<file path="src/rtl/cmy_ed_pkg.sv">
package cmy_ed_pkg;

  localparam int DEF_MAX_WIDTH = 1024;
  localparam int MAX_HEIGHT    = 4096;

  localparam int NUM_CH   = 3;
  localparam int PIX_W    = 8;
  localparam int ERR_W    = 10;
  localparam int IN_W     = NUM_CH * PIX_W;
  localparam int OUT_W    = 8;
  localparam int WIDTH_W  = 11;
  localparam int HEIGHT_W = 13;
  localparam int ROW_W    = 12;
  localparam int CFG_W    = 13;

  localparam logic [WIDTH_W-1:0]  WIDTH_RST  = 11'd500;
  localparam logic [HEIGHT_W-1:0] HEIGHT_RST = 13'd375;

  typedef enum logic {
    CFG_IMAGE_WIDTH  = 1'b0,
    CFG_IMAGE_HEIGHT = 1'b1
  } cfg_idx_t;

  typedef logic signed [ERR_W-1:0] err_t;

  // Position flags of one pixel, computed at input transfer time
  typedef struct packed {
    logic odd;
    logic has_left;
    logic has_right;
    logic last_row;
    logic frame_end;
  } pix_ctl_t;

endpackage

</file>
<file path="src/rtl/cmy_ed_pos.sv">
module cmy_ed_pos
  import cmy_ed_pkg::*;
#(
  parameter int MAX_WIDTH = DEF_MAX_WIDTH,
  localparam int XW = $clog2(MAX_WIDTH)
) (
  input  logic                clk,
  input  logic                rst_n,
  input  logic [WIDTH_W-1:0]  image_width,
  input  logic [HEIGHT_W-1:0] image_height,
  input  logic                advance,
  output logic [XW-1:0]       x,
  output pix_ctl_t            ctl
);

  localparam int WCW = (XW + 1 > WIDTH_W) ? XW + 1 : WIDTH_W;

  logic [XW-1:0]    col_r, col_nxt, col, wl;
  logic [ROW_W-1:0] row_r, row_nxt, row, hl;
  logic [WCW-1:0]   w_ext;
  logic             last_col, last_row;

  assign w_ext = WCW'(image_width);

  // Last column and last row indexes, with the size registers clamped
  always_comb begin
    if (image_width == '0) begin
      wl = '0;
    end else if (w_ext > WCW'(MAX_WIDTH)) begin
      wl = XW'(MAX_WIDTH - 1);
    end else begin
      wl = XW'(w_ext - WCW'(1));
    end
    if (image_height == '0) begin
      hl = '0;
    end else if (image_height > HEIGHT_W'(MAX_HEIGHT)) begin
      hl = ROW_W'(MAX_HEIGHT - 1);
    end else begin
      hl = ROW_W'(image_height - HEIGHT_W'(1));
    end
  end

  assign col      = (col_r > wl) ? wl : col_r;
  assign row      = (row_r > hl) ? hl : row_r;
  assign last_col = (col == wl);
  assign last_row = (row == hl);
  assign x        = row[0] ? (wl - col) : col;

  assign ctl.odd       = row[0];
  assign ctl.has_left  = (x != '0);
  assign ctl.has_right = (x != wl);
  assign ctl.last_row  = last_row;
  assign ctl.frame_end = last_col && last_row;

  always_comb begin
    if (last_col) begin
      col_nxt = '0;
      row_nxt = last_row ? '0 : row + ROW_W'(1);
    end else begin
      col_nxt = col + XW'(1);
      row_nxt = row;
    end
  end

  always_ff @(posedge clk) begin
    if (!rst_n) begin
      col_r <= '0;
      row_r <= '0;
    end else if (advance) begin
      col_r <= col_nxt;
      row_r <= row_nxt;
    end
  end

endmodule

</file>
<file path="config.mk">
export PLATFORM = sky130hd
export DESIGN_NAME = cmy_ed_pos
export DESIGN_NICKNAME = d
export VERILOG_FILES = /design/src/rtl/cmy_ed_pkg.sv /design/src/rtl/cmy_ed_pos.sv
export SDC_FILE = /design/constraint.sdc
export NUM_CORES = 1
export LEC_CHECK = 0
export BUFFER_PORTS_ARGS = -buffer_cell sky130_fd_sc_hd__buf_2
export CORE_MARGIN = 3
export CORE_UTILIZATION = 30
export CTS_CLUSTER_SIZE = 14
export DETAILED_ROUTE_END_ITERATION = 6
export HOLD_SLACK_MARGIN = 0.03
export PLACE_DENSITY = 0.51
export SETUP_SLACK_MARGIN = 0.2
export SYNTH_ARGS = -nofsm -noshare
export SYNTH_HDL_FRONTEND = slang
export SYNTH_SLANG_ARGS = --single-unit
</file>
<file path="constraint.sdc">
create_clock -name clk -period 8.55 [get_ports clk]
set_clock_uncertainty 0.2 [all_clocks]
set_input_delay 1.2825 -clock clk [delete_from_list [all_inputs] [get_ports clk]]
set_output_delay 1.2825 -clock clk [all_outputs]
set_load 0.01 [all_outputs]
</file>
Word-level counts from Yosys, hierarchy flattened
Index checks and enable logic that the tools add are counted.
Widths: inputs -> output; s select.
- bits in registers: 22
- output and inout port bits: 15
- equality and inequality tests: 3
- multiplexer cells: 10
- reduce and logical (&&, ||, !) cells: 4
- $add $sub $neg: 5
- order comparisons: 4
- operator list (kind ; number):
    $mux 12 ; 5
    $mux 10 ; 5
    $gt 13x13->1 const B ; 1
    $logic_not 13->1 ; 1
    $add 12x1->12 const B ; 1
    $eq 12x12->1 ; 1
    $gt 12x12->1 ; 1
    $sub 12x1->12 const B ; 1
    $gt 11x11->1 const B ; 1
    $logic_not 11->1 ; 1
    $add 10x1->10 const B ; 1
    $eq 10x10->1 ; 1
    $gt 10x10->1 ; 1
    $ne 10x10->1 ; 1
    $reduce_bool 10->1 ; 1
    $sub 10x1->10 const B ; 1
    $sub 10x10->10 ; 1
    $logic_and 1x1->1 ; 1

Depth between registers and ports, before layout
Gate-level depths: netlist of run 1.
- depth after elaboration: 8
- gate-level depth with buffers: 27
- mapped depth without buffers: 26

Worst setup path after synthesis of run 1
Ideal clock, no wire load.
- path type: input-to-output
- start point: input port image_width[0]
- end point: output port ctl[3] (netlist name)
- stages on the path: 24
- slack: -0.332 ns
- arrival time: 7.400 ns
- cell sequence: buf_6 > inv_1 > ha_1 > or3b_2 > clkbuf_1 > nor4_1 > mux2i_1 > inv_1 > ha_1 > nand4_1 > nor2_1 > a221oi_1 > nor2_1 > a21o_1 > ha_1 > nand2b_1 > or3b_1 > a22o_4 > a221oi_4 > and3_1 > o32ai_1 > or4_1 > or4_1 > or4_1
- RTL lines (what ; RTL line ; RTL):
    start, declared ; cmy_ed_pos.sv:9 ; input logic [WIDTH_W-1:0] image_width,
    end, declared ; cmy_ed_pos.sv:13 ; output pix_ctl_t ctl

==> impl_metrics.env, run 1 <==
export IMPL_startpoint_type="input pin"
export IMPL_critical_path_buf_inv_count=3
export IMPL_synth_cell_type_count=81
export IMPL_worstPathMaxFanout=6
export IMPL_met3WireLength_um=644
export IMPL_rows=43
export IMPL_clk_latency_ps=260
export IMPL_start_util_pct=31.0
export IMPL_drive_gt1_share_pct=21.7
export IMPL_finalCritPeriodShare_pct=97.8
export IMPL_routedWlPerCell_um=17.5
export IMPL_cts_hold_buf=0
export IMPL_critical_path_max_stage_delay_ps=590
export IMPL_synthToLayoutAreaGrowth_pct=23.2
export IMPL_gp_congestion=0.969
export IMPL_die_w_um=126
export IMPL_synthCells=623
export IMPL_synth_seq_cells=22
export IMPL_grt_pass1_wl_mm=24.0
export IMPL_max_cap_violations=0
export IMPL_vias=5068
export IMPL_async_flop_share_pct=0
export IMPL_ir_worst_vdd_mv=0.0945
export IMPL_drv_slew=0
export IMPL_cts_tree="built"
export IMPL_die_h_um=126
export IMPL_seqPwrFrac_pct=25.8
export IMPL_period_needed_ps=8370
export IMPL_antenna_found_initial=0
export IMPL_cts_buffers_inserted=3
export IMPL_grt_pass1_vias=4675
export IMPL_hp_class="flip-flop to flip-flop"
export IMPL_p_int_mw=0.273
export IMPL_coreArea_mm2=0.0140
export IMPL_dr_wl_met2_mm=7.54
export IMPL_synth_nets=683
export IMPL_status="finished, final reports clean"
export IMPL_path_clk_slew_ps=60
export IMPL_num_nets_final=748
export IMPL_leakagePower_nw=2.17
export IMPL_fin_util_pct=38.1
export IMPL_drc=0
export IMPL_combPwrFrac_pct=43.1
export IMPL_power_per_cell_area_mw_per_mm2=79.0
export IMPL_wl_met1_mm=6.65
export IMPL_first_pass_iters=5
export IMPL_numPortBuffers=41
export IMPL_fmax_ghz=0.120
export IMPL_synth_yosys_seq_area_share_pct=10.1
export IMPL_crit_required_ps=7070
export IMPL_power_frac_clock_pct=31.2
export IMPL_crit_path_end_kind="output pin"
export IMPL_hold_viol_final=0
export IMPL_syn_avg_cell_area_um2=6.98
export IMPL_ant_nets=0
export IMPL_yosys_top_cells_area="dfxtp_1, ha_1, a21oi_1, xnor2_1, nand2_1"
export IMPL_dieArea_mm2=0.0160
export IMPL_grtUsageTotal_pct=17.8
export IMPL_rsz0062_at_grt="yes"
export IMPL_synth_top_area_share_pct=10.1
export IMPL_grt_ovfl_total=0
export IMPL_grt_max_degree=23
export IMPL_setup_viol=0
export IMPL_top_layer_used="met4"
export IMPL_worst_path_max_delay_cell="or4_4"
export IMPL_clockBufferDepth=2
export IMPL_power_switching_mw=0.150
export IMPL_root_buffer="clkbuf_16"
export IMPL_arrival_ps=6880
export IMPL_syn_area_mm2=0.00435
export IMPL_yosysWarnings=0
export IMPL_p_sw_share_pct=35.5
export IMPL_htree_levels=1
export IMPL_max_slew_margin_rel_pct=49.2
export IMPL_routed_wl_mm=15.1
export IMPL_antenna_cells=0
export IMPL_detail_route_vias_per_cell=5.85
export IMPL_worstMarginPinSlew_ps=756
export IMPL_synth_edf_count=0
export IMPL_crit_family="simple AND/OR/NAND/NOR gates"
export IMPL_numClockSinks=22
export IMPL_drtIter0Drc=458
export IMPL_dpl_hpwl_mm=12.1
export IMPL_synthFlopType="dfxtp_1"
export IMPL_ios=42
export IMPL_crit_chain="buf_2, or4_4, o21ai_2, a211oi_4, nor2_2, inv_1, ha_1, a21oi_1, o211ai_1, a221oi_2, nor2_2, a21o_1, ha_4, nand2b_1, or3b_4, a22o_4, a221oi_4, and3_4, o32ai_4, or4_1, or4_1, or4_4, buf_6"
export IMPL_yosysTopAreaCell="dfxtp_1"
export IMPL_path_class="input pin to output pin"
export IMPL_whs_ps=329
state kept, by name, summed over array words and instances (netlist names):
signal and flops:
row_r 12, col_r 10
synthesized netlist by cell type (10+ instances only):
master / number
a21oi_1: 53
nand2_1: 50
nor2_1: 49
inv_1: 37
ha_1: 33
o21ai_0: 33
nor3_1: 23
xnor2_1: 23
clkbuf_1: 22
dfxtp_1: 22
nand3_1: 20
xor2_1: 19
nand4_1: 14
a21o_1: 13
mux2i_1: 12
nor2b_1: 11
a211oi_1: 10
and3_1: 10
worst register-to-register path: stages, from the launching register on:
cell and delay [ps]:
dfxtp_1 660, ha_1 350, a21o_1 160, a21o_1 200, a221o_1 400, nand2_1 280
buf_4 240, nor2_1 50, a21oi_1 260, ha_1 330, buf_4 170, and3_1 230
nand3_1 160, nor2_1 90, buf_4 200, or4b_2 640, a21boi_0 170
metrics by stage:
stage               instances  power [mW]  TNS [ps]  setup slack [ps]  instance area [µm²]
global route              867       0.449     -18.0             -18.0                 5350
floorplan                 623       0.225      -161              -161                 4460
finish                    867       0.423         0               185                 5350
CTS                       863       0.422         0               201                 5270
global placement          855       0.281         0              98.5                 5070
detailed placement        855       0.283     -32.0             -32.0                 5070
cell usage in the layout, fill, tap and decap left out, types with 11 or more instances in the layout:
master	count
mux2i_1	11
buf_4	49
a21o_1	13
nand4_1	14
nand3_1	19
ha_1	30
xor2_1	18
nand2_1	49
nor2_1	46
nor2b_1	11
o21ai_0	32
inv_1	35
nor3_1	21
a21oi_1	49
buf_2	40
xnor2_1	23
dfxtp_1	22
worst paths after layout:
kind / end / depth (start not counted) / from / slack, ps
worst min register to register: row_r[1]$_SDFFE_PN0P_ / 1 / row_r[1]$_SDFFE_PN0P_ / 330
worst min-delay path: row_r[1]$_SDFFE_PN0P_ / 1 / row_r[1]$_SDFFE_PN0P_ / 330
worst max register to register: col_r[2]$_SDFFE_PN0P_ / 16 / col_r[3]$_SDFFE_PN0P_ / 3700
worst max-delay path: ctl[3] / 23 / image_width[1] / 190
routing by layer:
layer,vias up,track usage (%)
met5,-,0
met3,26,0.589
met2,153,31.4
met4,0,3.91
met1,2408,24.2
li1,2481,-
cell type report:
type / instances / area (µm²)
clock buffers: 3 / 75.1
clock inverters: 1 / 30.0
fillers: 1464 / 8690
inverters: 37 / 139
multi-input cells: 533 / 3840
flip-flops and latches: 22 / 440
well taps: 180 / 225
repair buffers: 91 / 599
power groups by stage:
stage	Sequential [mW]	Clock [mW]	Combinational (mW)
global placement	0.111	0	0.170
finish	0.109	0.132	0.182
global route	0.110	0.140	0.200
detailed placement	0.111	0	0.172
floorplan	0.109	0	0.116
CTS	0.109	0.136	0.177
timing repair:
action                     4_1_cts  5_1_grt
buffers inserted                 4        4
setup endpoints to repair        1        1
hold endpoints to repair         0        0
cloned                           0        0
pin swaps                        9       11
resized for setup               13       12
cells by family after synthesis:
kind of cell    Yosys count  synth area share [%]
flops                    22                  10.1
fa+ha+maj                35                  9.96
buf+inv                  68                  6.25
xor+xnor                 42                  8.46
simple gates            240                  29.2
mux                      16                  3.86
compound gates          200                  32.2
Note: power is estimated with default switching activity, not from simulation.
==> run 2: changes to the inputs <==
- CELL_PAD_IN_SITES_DETAIL_PLACEMENT: unset -> 1
- CELL_PAD_IN_SITES_GLOBAL_PLACEMENT: unset -> 2
- PLACE_DENSITY: 0.51 -> 0.78
==> impl_metrics.env, run 2 (same netlist as run 1, synthesis figures left out) <==
export IMPL_rsz0062_at_grt="yes"
export IMPL_startpoint_type="input pin"
export IMPL_regArea_um2=440
export IMPL_crit_path_end_kind="output pin"
export IMPL_grt_max_degree=23
export IMPL_grt_pass1_wl_mm=28.7
export IMPL_clockBufferDepth=2
export IMPL_whs_ps=330
export IMPL_critical_path_max_stage_delay_ps=490
export IMPL_rrSetupSlack_ps=3560
export IMPL_root_buffer="clkbuf_16"
export IMPL_coreArea_mm2=0.0140
export IMPL_nFillCells=1781
export IMPL_path_clk_slew_ps=60
export IMPL_cts_tree="built"
export IMPL_first_pass_iters=4
export IMPL_finalCritPeriodShare_pct=100
export IMPL_rows=43
export IMPL_worstPathMaxFanout=5
export IMPL_period_needed_ps=8550
export IMPL_ir_worst_vdd_mv=0.0626
export IMPL_largest_registers="row_r (12), col_r (10)"
export IMPL_fmax_ghz=0.117
export IMPL_die_h_um=126
export IMPL_design_area_mm2=0.00567
export IMPL_numPortBuffers=41
export IMPL_drc=0
export IMPL_mostFrequentLayoutCells="buf_4, nand2_1, a21oi_1"
export IMPL_crit_family="simple AND/OR/NAND/NOR gates"
export IMPL_dpl_hpwl_mm=13.9
export IMPL_drive_gt1_share_pct=27.2
export IMPL_max_cap_violations=0
export IMPL_multi_input_area_mm2=0.00398
export IMPL_p_total_mw=0.425
export IMPL_grt_pass1_vias=5549
export IMPL_power_per_cell_area_mw_per_mm2=74.9
export IMPL_routedWlPerCell_um=20.2
export IMPL_worstMarginPinSlew_ps=631
export IMPL_htree_levels=1
export IMPL_leakagePower_nw=2.30
export IMPL_ios=42
export IMPL_dieArea_mm2=0.0160
export IMPL_crit_required_ps=7070
export IMPL_final_common_cell="buf_4"
export IMPL_clk_latency_ps=260
export IMPL_postPlaceCellArea_mm2=0.00514
export IMPL_arrival_ps=7070
export IMPL_grtUsageTotal_pct=21.7
export IMPL_antenna_found_initial=0
export IMPL_max_slew_margin_rel_pct=57.6
export IMPL_largest_register="row_r"
export IMPL_largest_reg_flops=12
export IMPL_start_util_pct=31.0
export IMPL_ant_nets=0
export IMPL_grt_ovfl_total=0
export IMPL_critical_path_buf_inv_count=5
export IMPL_gp_congestion=0.928
export IMPL_routed_wl_mm=18.1
export IMPL_num_nets_final=774
export IMPL_violations="negative setup slack"
export IMPL_die_w_um=126
export IMPL_numClockSinks=22
export IMPL_hp_class="flip-flop to flip-flop"
export IMPL_synthToLayoutAreaGrowth_pct=30.4
export IMPL_drtIter0Drc=254
export IMPL_detail_route_vias_per_cell=5.93
export IMPL_vias=5293
export IMPL_layout_setup_ws_ps=-1.27
export IMPL_cts_hold_buf=0
export IMPL_path_class="input pin to output pin"
export IMPL_cts_buffers_inserted=3
export IMPL_hold_viol_final=0
export IMPL_drv_slew=0
export IMPL_worst_path_max_delay_cell="or4_4"
export IMPL_setup_viol=1
export IMPL_status="finished, violations left"
export IMPL_antenna_cells=0
==> run 2: cell types whose count changed in the layout (fill, tap and decap cells not counted), sizes merged <==
cell    delta
buf       +26
bufinv     -1
clkbuf     +1
==> run 2: layout make-up <==
type                    instances  share of cell area, %
clock buffers                   4                   1.57
inverters                      37                   2.45
multi-input cells             533                   70.3
flip-flops and latches         22                   7.77
well taps                     180                   3.97
repair buffers                117                   14.0
==> run 2: metrics by stage <==
step | instances | TNS [ps] | worst slack, ps | util, %
final | 893 | -1.27 | -1.27 | 40.4
after global routing | 893 | -164 | -164 | 40.4
after CTS | 882 | 0 | 223 | 38.7
after detailed placement | 866 | -184 | -184 | 36.6
after global placement | 866 | -78.7 | -78.7 | 36.6
after floorplan | 623 | -161 | -161 | -
==> run 2: layer usage <==
metal  vias to the layer above  routed length [µm]  GRT usage, %
met5                         -                   0             0
met4                         0                 650          7.89
met3                        41                 399          1.73
met2                       106                9220          39.5
met1                      2618                7780          26.5
li1                       2528                   -             -
==> run 2: timing repair <==
action                                  4_1_cts  5_1_grt
endpoints found under the setup margin        1        2
buffers inserted                             12       11
resized for setup                            21       33
pin swaps                                    19       20
endpoints found under the hold margin         0        0
==> run 2: worst paths after layout <==
| path | from | end | depth (start not counted) |
|---|---|---|---|
| min | row_r[11]$_SDFFE_PN0P_ | row_r[11]$_SDFFE_PN0P_ | 2 |
| max | image_width[0] | ctl[3] | 25 |
| max reg2reg | col_r[3]$_SDFFE_PN0P_ | row_r[8]$_SDFFE_PN0P_ | 18 |
| min reg2reg | row_r[11]$_SDFFE_PN0P_ | row_r[11]$_SDFFE_PN0P_ | 2 |
==> run 2: worst register-to-register path: stages (launching register included) <==
cell      delay (ps)
dfxtp_1          660
ha_1             360
a21o_1           160
a21o_1           210
a221oi_4         350
nor2_2            90
buf_4            150
buf_4            130
buf_4            220
a21o_1           280
ha_1             440
and3_1           300
nand3_1          150
nor2_1           210
buf_4            270
nand4_1          190
nor2_1           190
xor2_1           100
a211oi_1         260
==> run 2: where the power goes <==
part	internal, mW	switching [mW]
logic	0.0847	0.118
registers	0.105	0.00470
clock network	0.0716	0.0404
total	0.261	0.164
==> run 3: changes to the inputs <==
- CORE_ASPECT_RATIO: unset -> 0.8
- CORE_UTILIZATION: 30 -> 31
- PLACE_DENSITY: 0.78 -> 0.81
==> impl_metrics.env, run 3 (same netlist as run 1, synthesis figures left out) <==
export IMPL_regArea_um2=440
export IMPL_violations="negative setup slack"
export IMPL_drc=0
export IMPL_ir_worst_vdd_mv=0.0432
export IMPL_max_slew_margin_rel_pct=27.7
export IMPL_period_needed_ps=8550
export IMPL_crit_chain="buf_12, clkinv_8, ha_4, or3b_4, nor4_4, mux2i_2, inv_2, ha_4, nand4_1, o211ai_1, o31a_1, a21oi_2, a21o_1, ha_4, nand2b_4, or3b_4, a22o_4, a221oi_4, and3_4, o32ai_4, or4_4, or4_4, or4_4, buf_6"
export IMPL_coreArea_mm2=0.0136
export IMPL_rows=38
export IMPL_grt_ovfl_total=0
export IMPL_dieArea_mm2=0.0155
export IMPL_largest_register="row_r"
export IMPL_path_clk_slew_ps=60
export IMPL_power_frac_clock_pct=29.8
export IMPL_mostFrequentLayoutCells="buf_4, nand2_1, nor2_1, a21oi_1, buf_2"
export IMPL_numPortBuffers=41
export IMPL_routedWlPerCell_um=20.3
export IMPL_dpl_hpwl_mm=14.0
export IMPL_drv_slew=0
export IMPL_root_buffer="clkbuf_16"
export IMPL_drive_gt1_share_pct=27.1
export IMPL_routed_wl_mm=18.2
export IMPL_fmax_ghz=0.117
export IMPL_crit_path_end_kind="output pin"
export IMPL_path_class="input pin to output pin"
export IMPL_start_util_pct=31.9
export IMPL_power_per_cell_area_mw_per_mm2=78.9
export IMPL_nFillCells=1702
export IMPL_drtIter0Drc=357
export IMPL_startpoint_type="input pin"
export IMPL_setup_viol=1
export IMPL_die_h_um=112
export IMPL_combPwrFrac_pct=45.9
export IMPL_htree_levels=1
export IMPL_cts_buffers_inserted=3
export IMPL_antenna_cells=0
export IMPL_worst_path_max_delay_cell="or4_4"
export IMPL_crit_required_ps=7070
export IMPL_max_cap_violations=0
export IMPL_dp_cells=860
export IMPL_p_int_mw=0.288
export IMPL_ios=42
export IMPL_critical_path_max_stage_delay_ps=520
export IMPL_grt_pass1_wl_mm=28.9
export IMPL_largest_reg_flops=12
export IMPL_final_common_cell="buf_4"
export IMPL_hold_viol_final=0
export IMPL_grtUsageTotal_pct=22.5
export IMPL_rsz0062_at_grt="yes"
export IMPL_largest_registers="row_r (12), col_r (10)"
export IMPL_instances_no_fill=897
export IMPL_grt_pass1_vias=5381
export IMPL_gp_congestion=0.909
export IMPL_grt_max_degree=26
export IMPL_first_pass_iters=5
export IMPL_arrival_ps=7070
export IMPL_die_w_um=138
export IMPL_multi_input_area_mm2=0.00395
export IMPL_numClockSinks=22
export IMPL_detail_route_vias_per_cell=5.95
export IMPL_clockBufferDepth=2
export IMPL_antenna_found_initial=0
export IMPL_synthToLayoutAreaGrowth_pct=31.6
export IMPL_status="finished, violations left"
export IMPL_clk_latency_ps=260
export IMPL_p_sw_share_pct=36.3
export IMPL_power_switching_mw=0.164
export IMPL_seqPwrFrac_pct=24.3
export IMPL_cts_tree="built"
export IMPL_hp_class="flip-flop to flip-flop"
export IMPL_hold_depth=2
export IMPL_p_total_mw=0.452
export IMPL_rr_worst_depth=20
export IMPL_vias=5335
export IMPL_worstMarginPinSlew_ps=1090
export IMPL_finalCritPeriodShare_pct=100
export IMPL_worstPathMaxFanout=6
export IMPL_leakagePower_nw=2.32
export IMPL_ant_nets=0
export IMPL_num_nets_final=778
export IMPL_layout_setup_ws_ps=-2.80
run 3: cell types whose count changed in the layout (fill, tap and decap cells not counted), moves of 2 or more:
cell | previous run | this run
nand2_2 | 2 | 0
buf_4 | 75 | 78
nand2_1 | 48 | 50
o31ai_4 | 2 | 0
ha_4 | 5 | 7
ha_1 | 27 | 25
o31ai_2 | 0 | 2
nor2_2 | 4 | 2
nor2_1 | 44 | 47
run 3: worst paths after layout:
check / start / slack (ps) / end
max reg2reg: col_r[3]$_SDFFE_PN0P_ / 3510 / row_r[6]$_SDFFE_PN0P_
min: row_r[11]$_SDFFE_PN0P_ / 330 / row_r[11]$_SDFFE_PN0P_
min reg2reg: row_r[11]$_SDFFE_PN0P_ / 330 / row_r[11]$_SDFFE_PN0P_
max: image_width[1] / -3 / ctl[3]
run 3: timing repair:
| action | CTS | global route |
|---|---|---|
| setup endpoints to repair | 1 | 2 |
| hold buffers | 0 | 0 |
| pin swaps | 25 | 18 |
| gates resized for setup | 32 | 22 |
| buffers inserted | 25 | 8 |
run 3: stage by stage:
| step | hold slack [ps] | util [%] | setup TNS (ps) | cell area [µm²] | worst slack [ps] |
|---|---|---|---|---|---|
| after global routing | 374 | 41.9 | -225 | 5720 | -225 |
| after floorplan | 279 | - | -161 | 4460 | -161 |
| after CTS | 335 | 40.8 | 0 | 5570 | 212 |
| after detailed placement | 326 | 37.4 | -98.7 | 5100 | -98.7 |
| final | 332 | 41.9 | -2.80 | 5720 | -2.80 |
| after global placement | 310 | 37.4 | 0 | 5100 | 87.6 |
run 3: metal layers:
metal  track usage [%]  wire length [µm]
met3              2.83               930
met1              32.4              8880
met4              5.13               294
met5                 0                 0
met2              36.1              8110
run 3: critical path, delay by kind of cell:
family | cells | cell delay [ps]
AO/OA/AOI/OAI | 7 | 1360
buffers and inverters | 4 | 360
multiplexers | 1 | 290
adder cells (fa/ha/maj) | 3 | 690
AND/OR/NAND/NOR | 9 | 3060
run 3: power by group through the flow:
stage	Clock, mW	Combinational [mW]	Sequential (mW)
2_1_floorplan	0	0.116	0.109
3_3_place_gp	0	0.171	0.112
3_5_place_dp	0	0.177	0.112
4_1_cts	0.135	0.194	0.110
5_1_grt	0.139	0.226	0.110
6_report	0.134	0.207	0.110
run 3: final cells by class:
class | count | share of cell area, %
flip-flops and latches | 22 | 7.70
multi-input cells | 533 | 69.1
well taps | 180 | 3.94
inverters | 37 | 2.69
repair buffers | 121 | 14.8
clock buffers | 3 | 1.31
clock inverters | 1 | 0.525
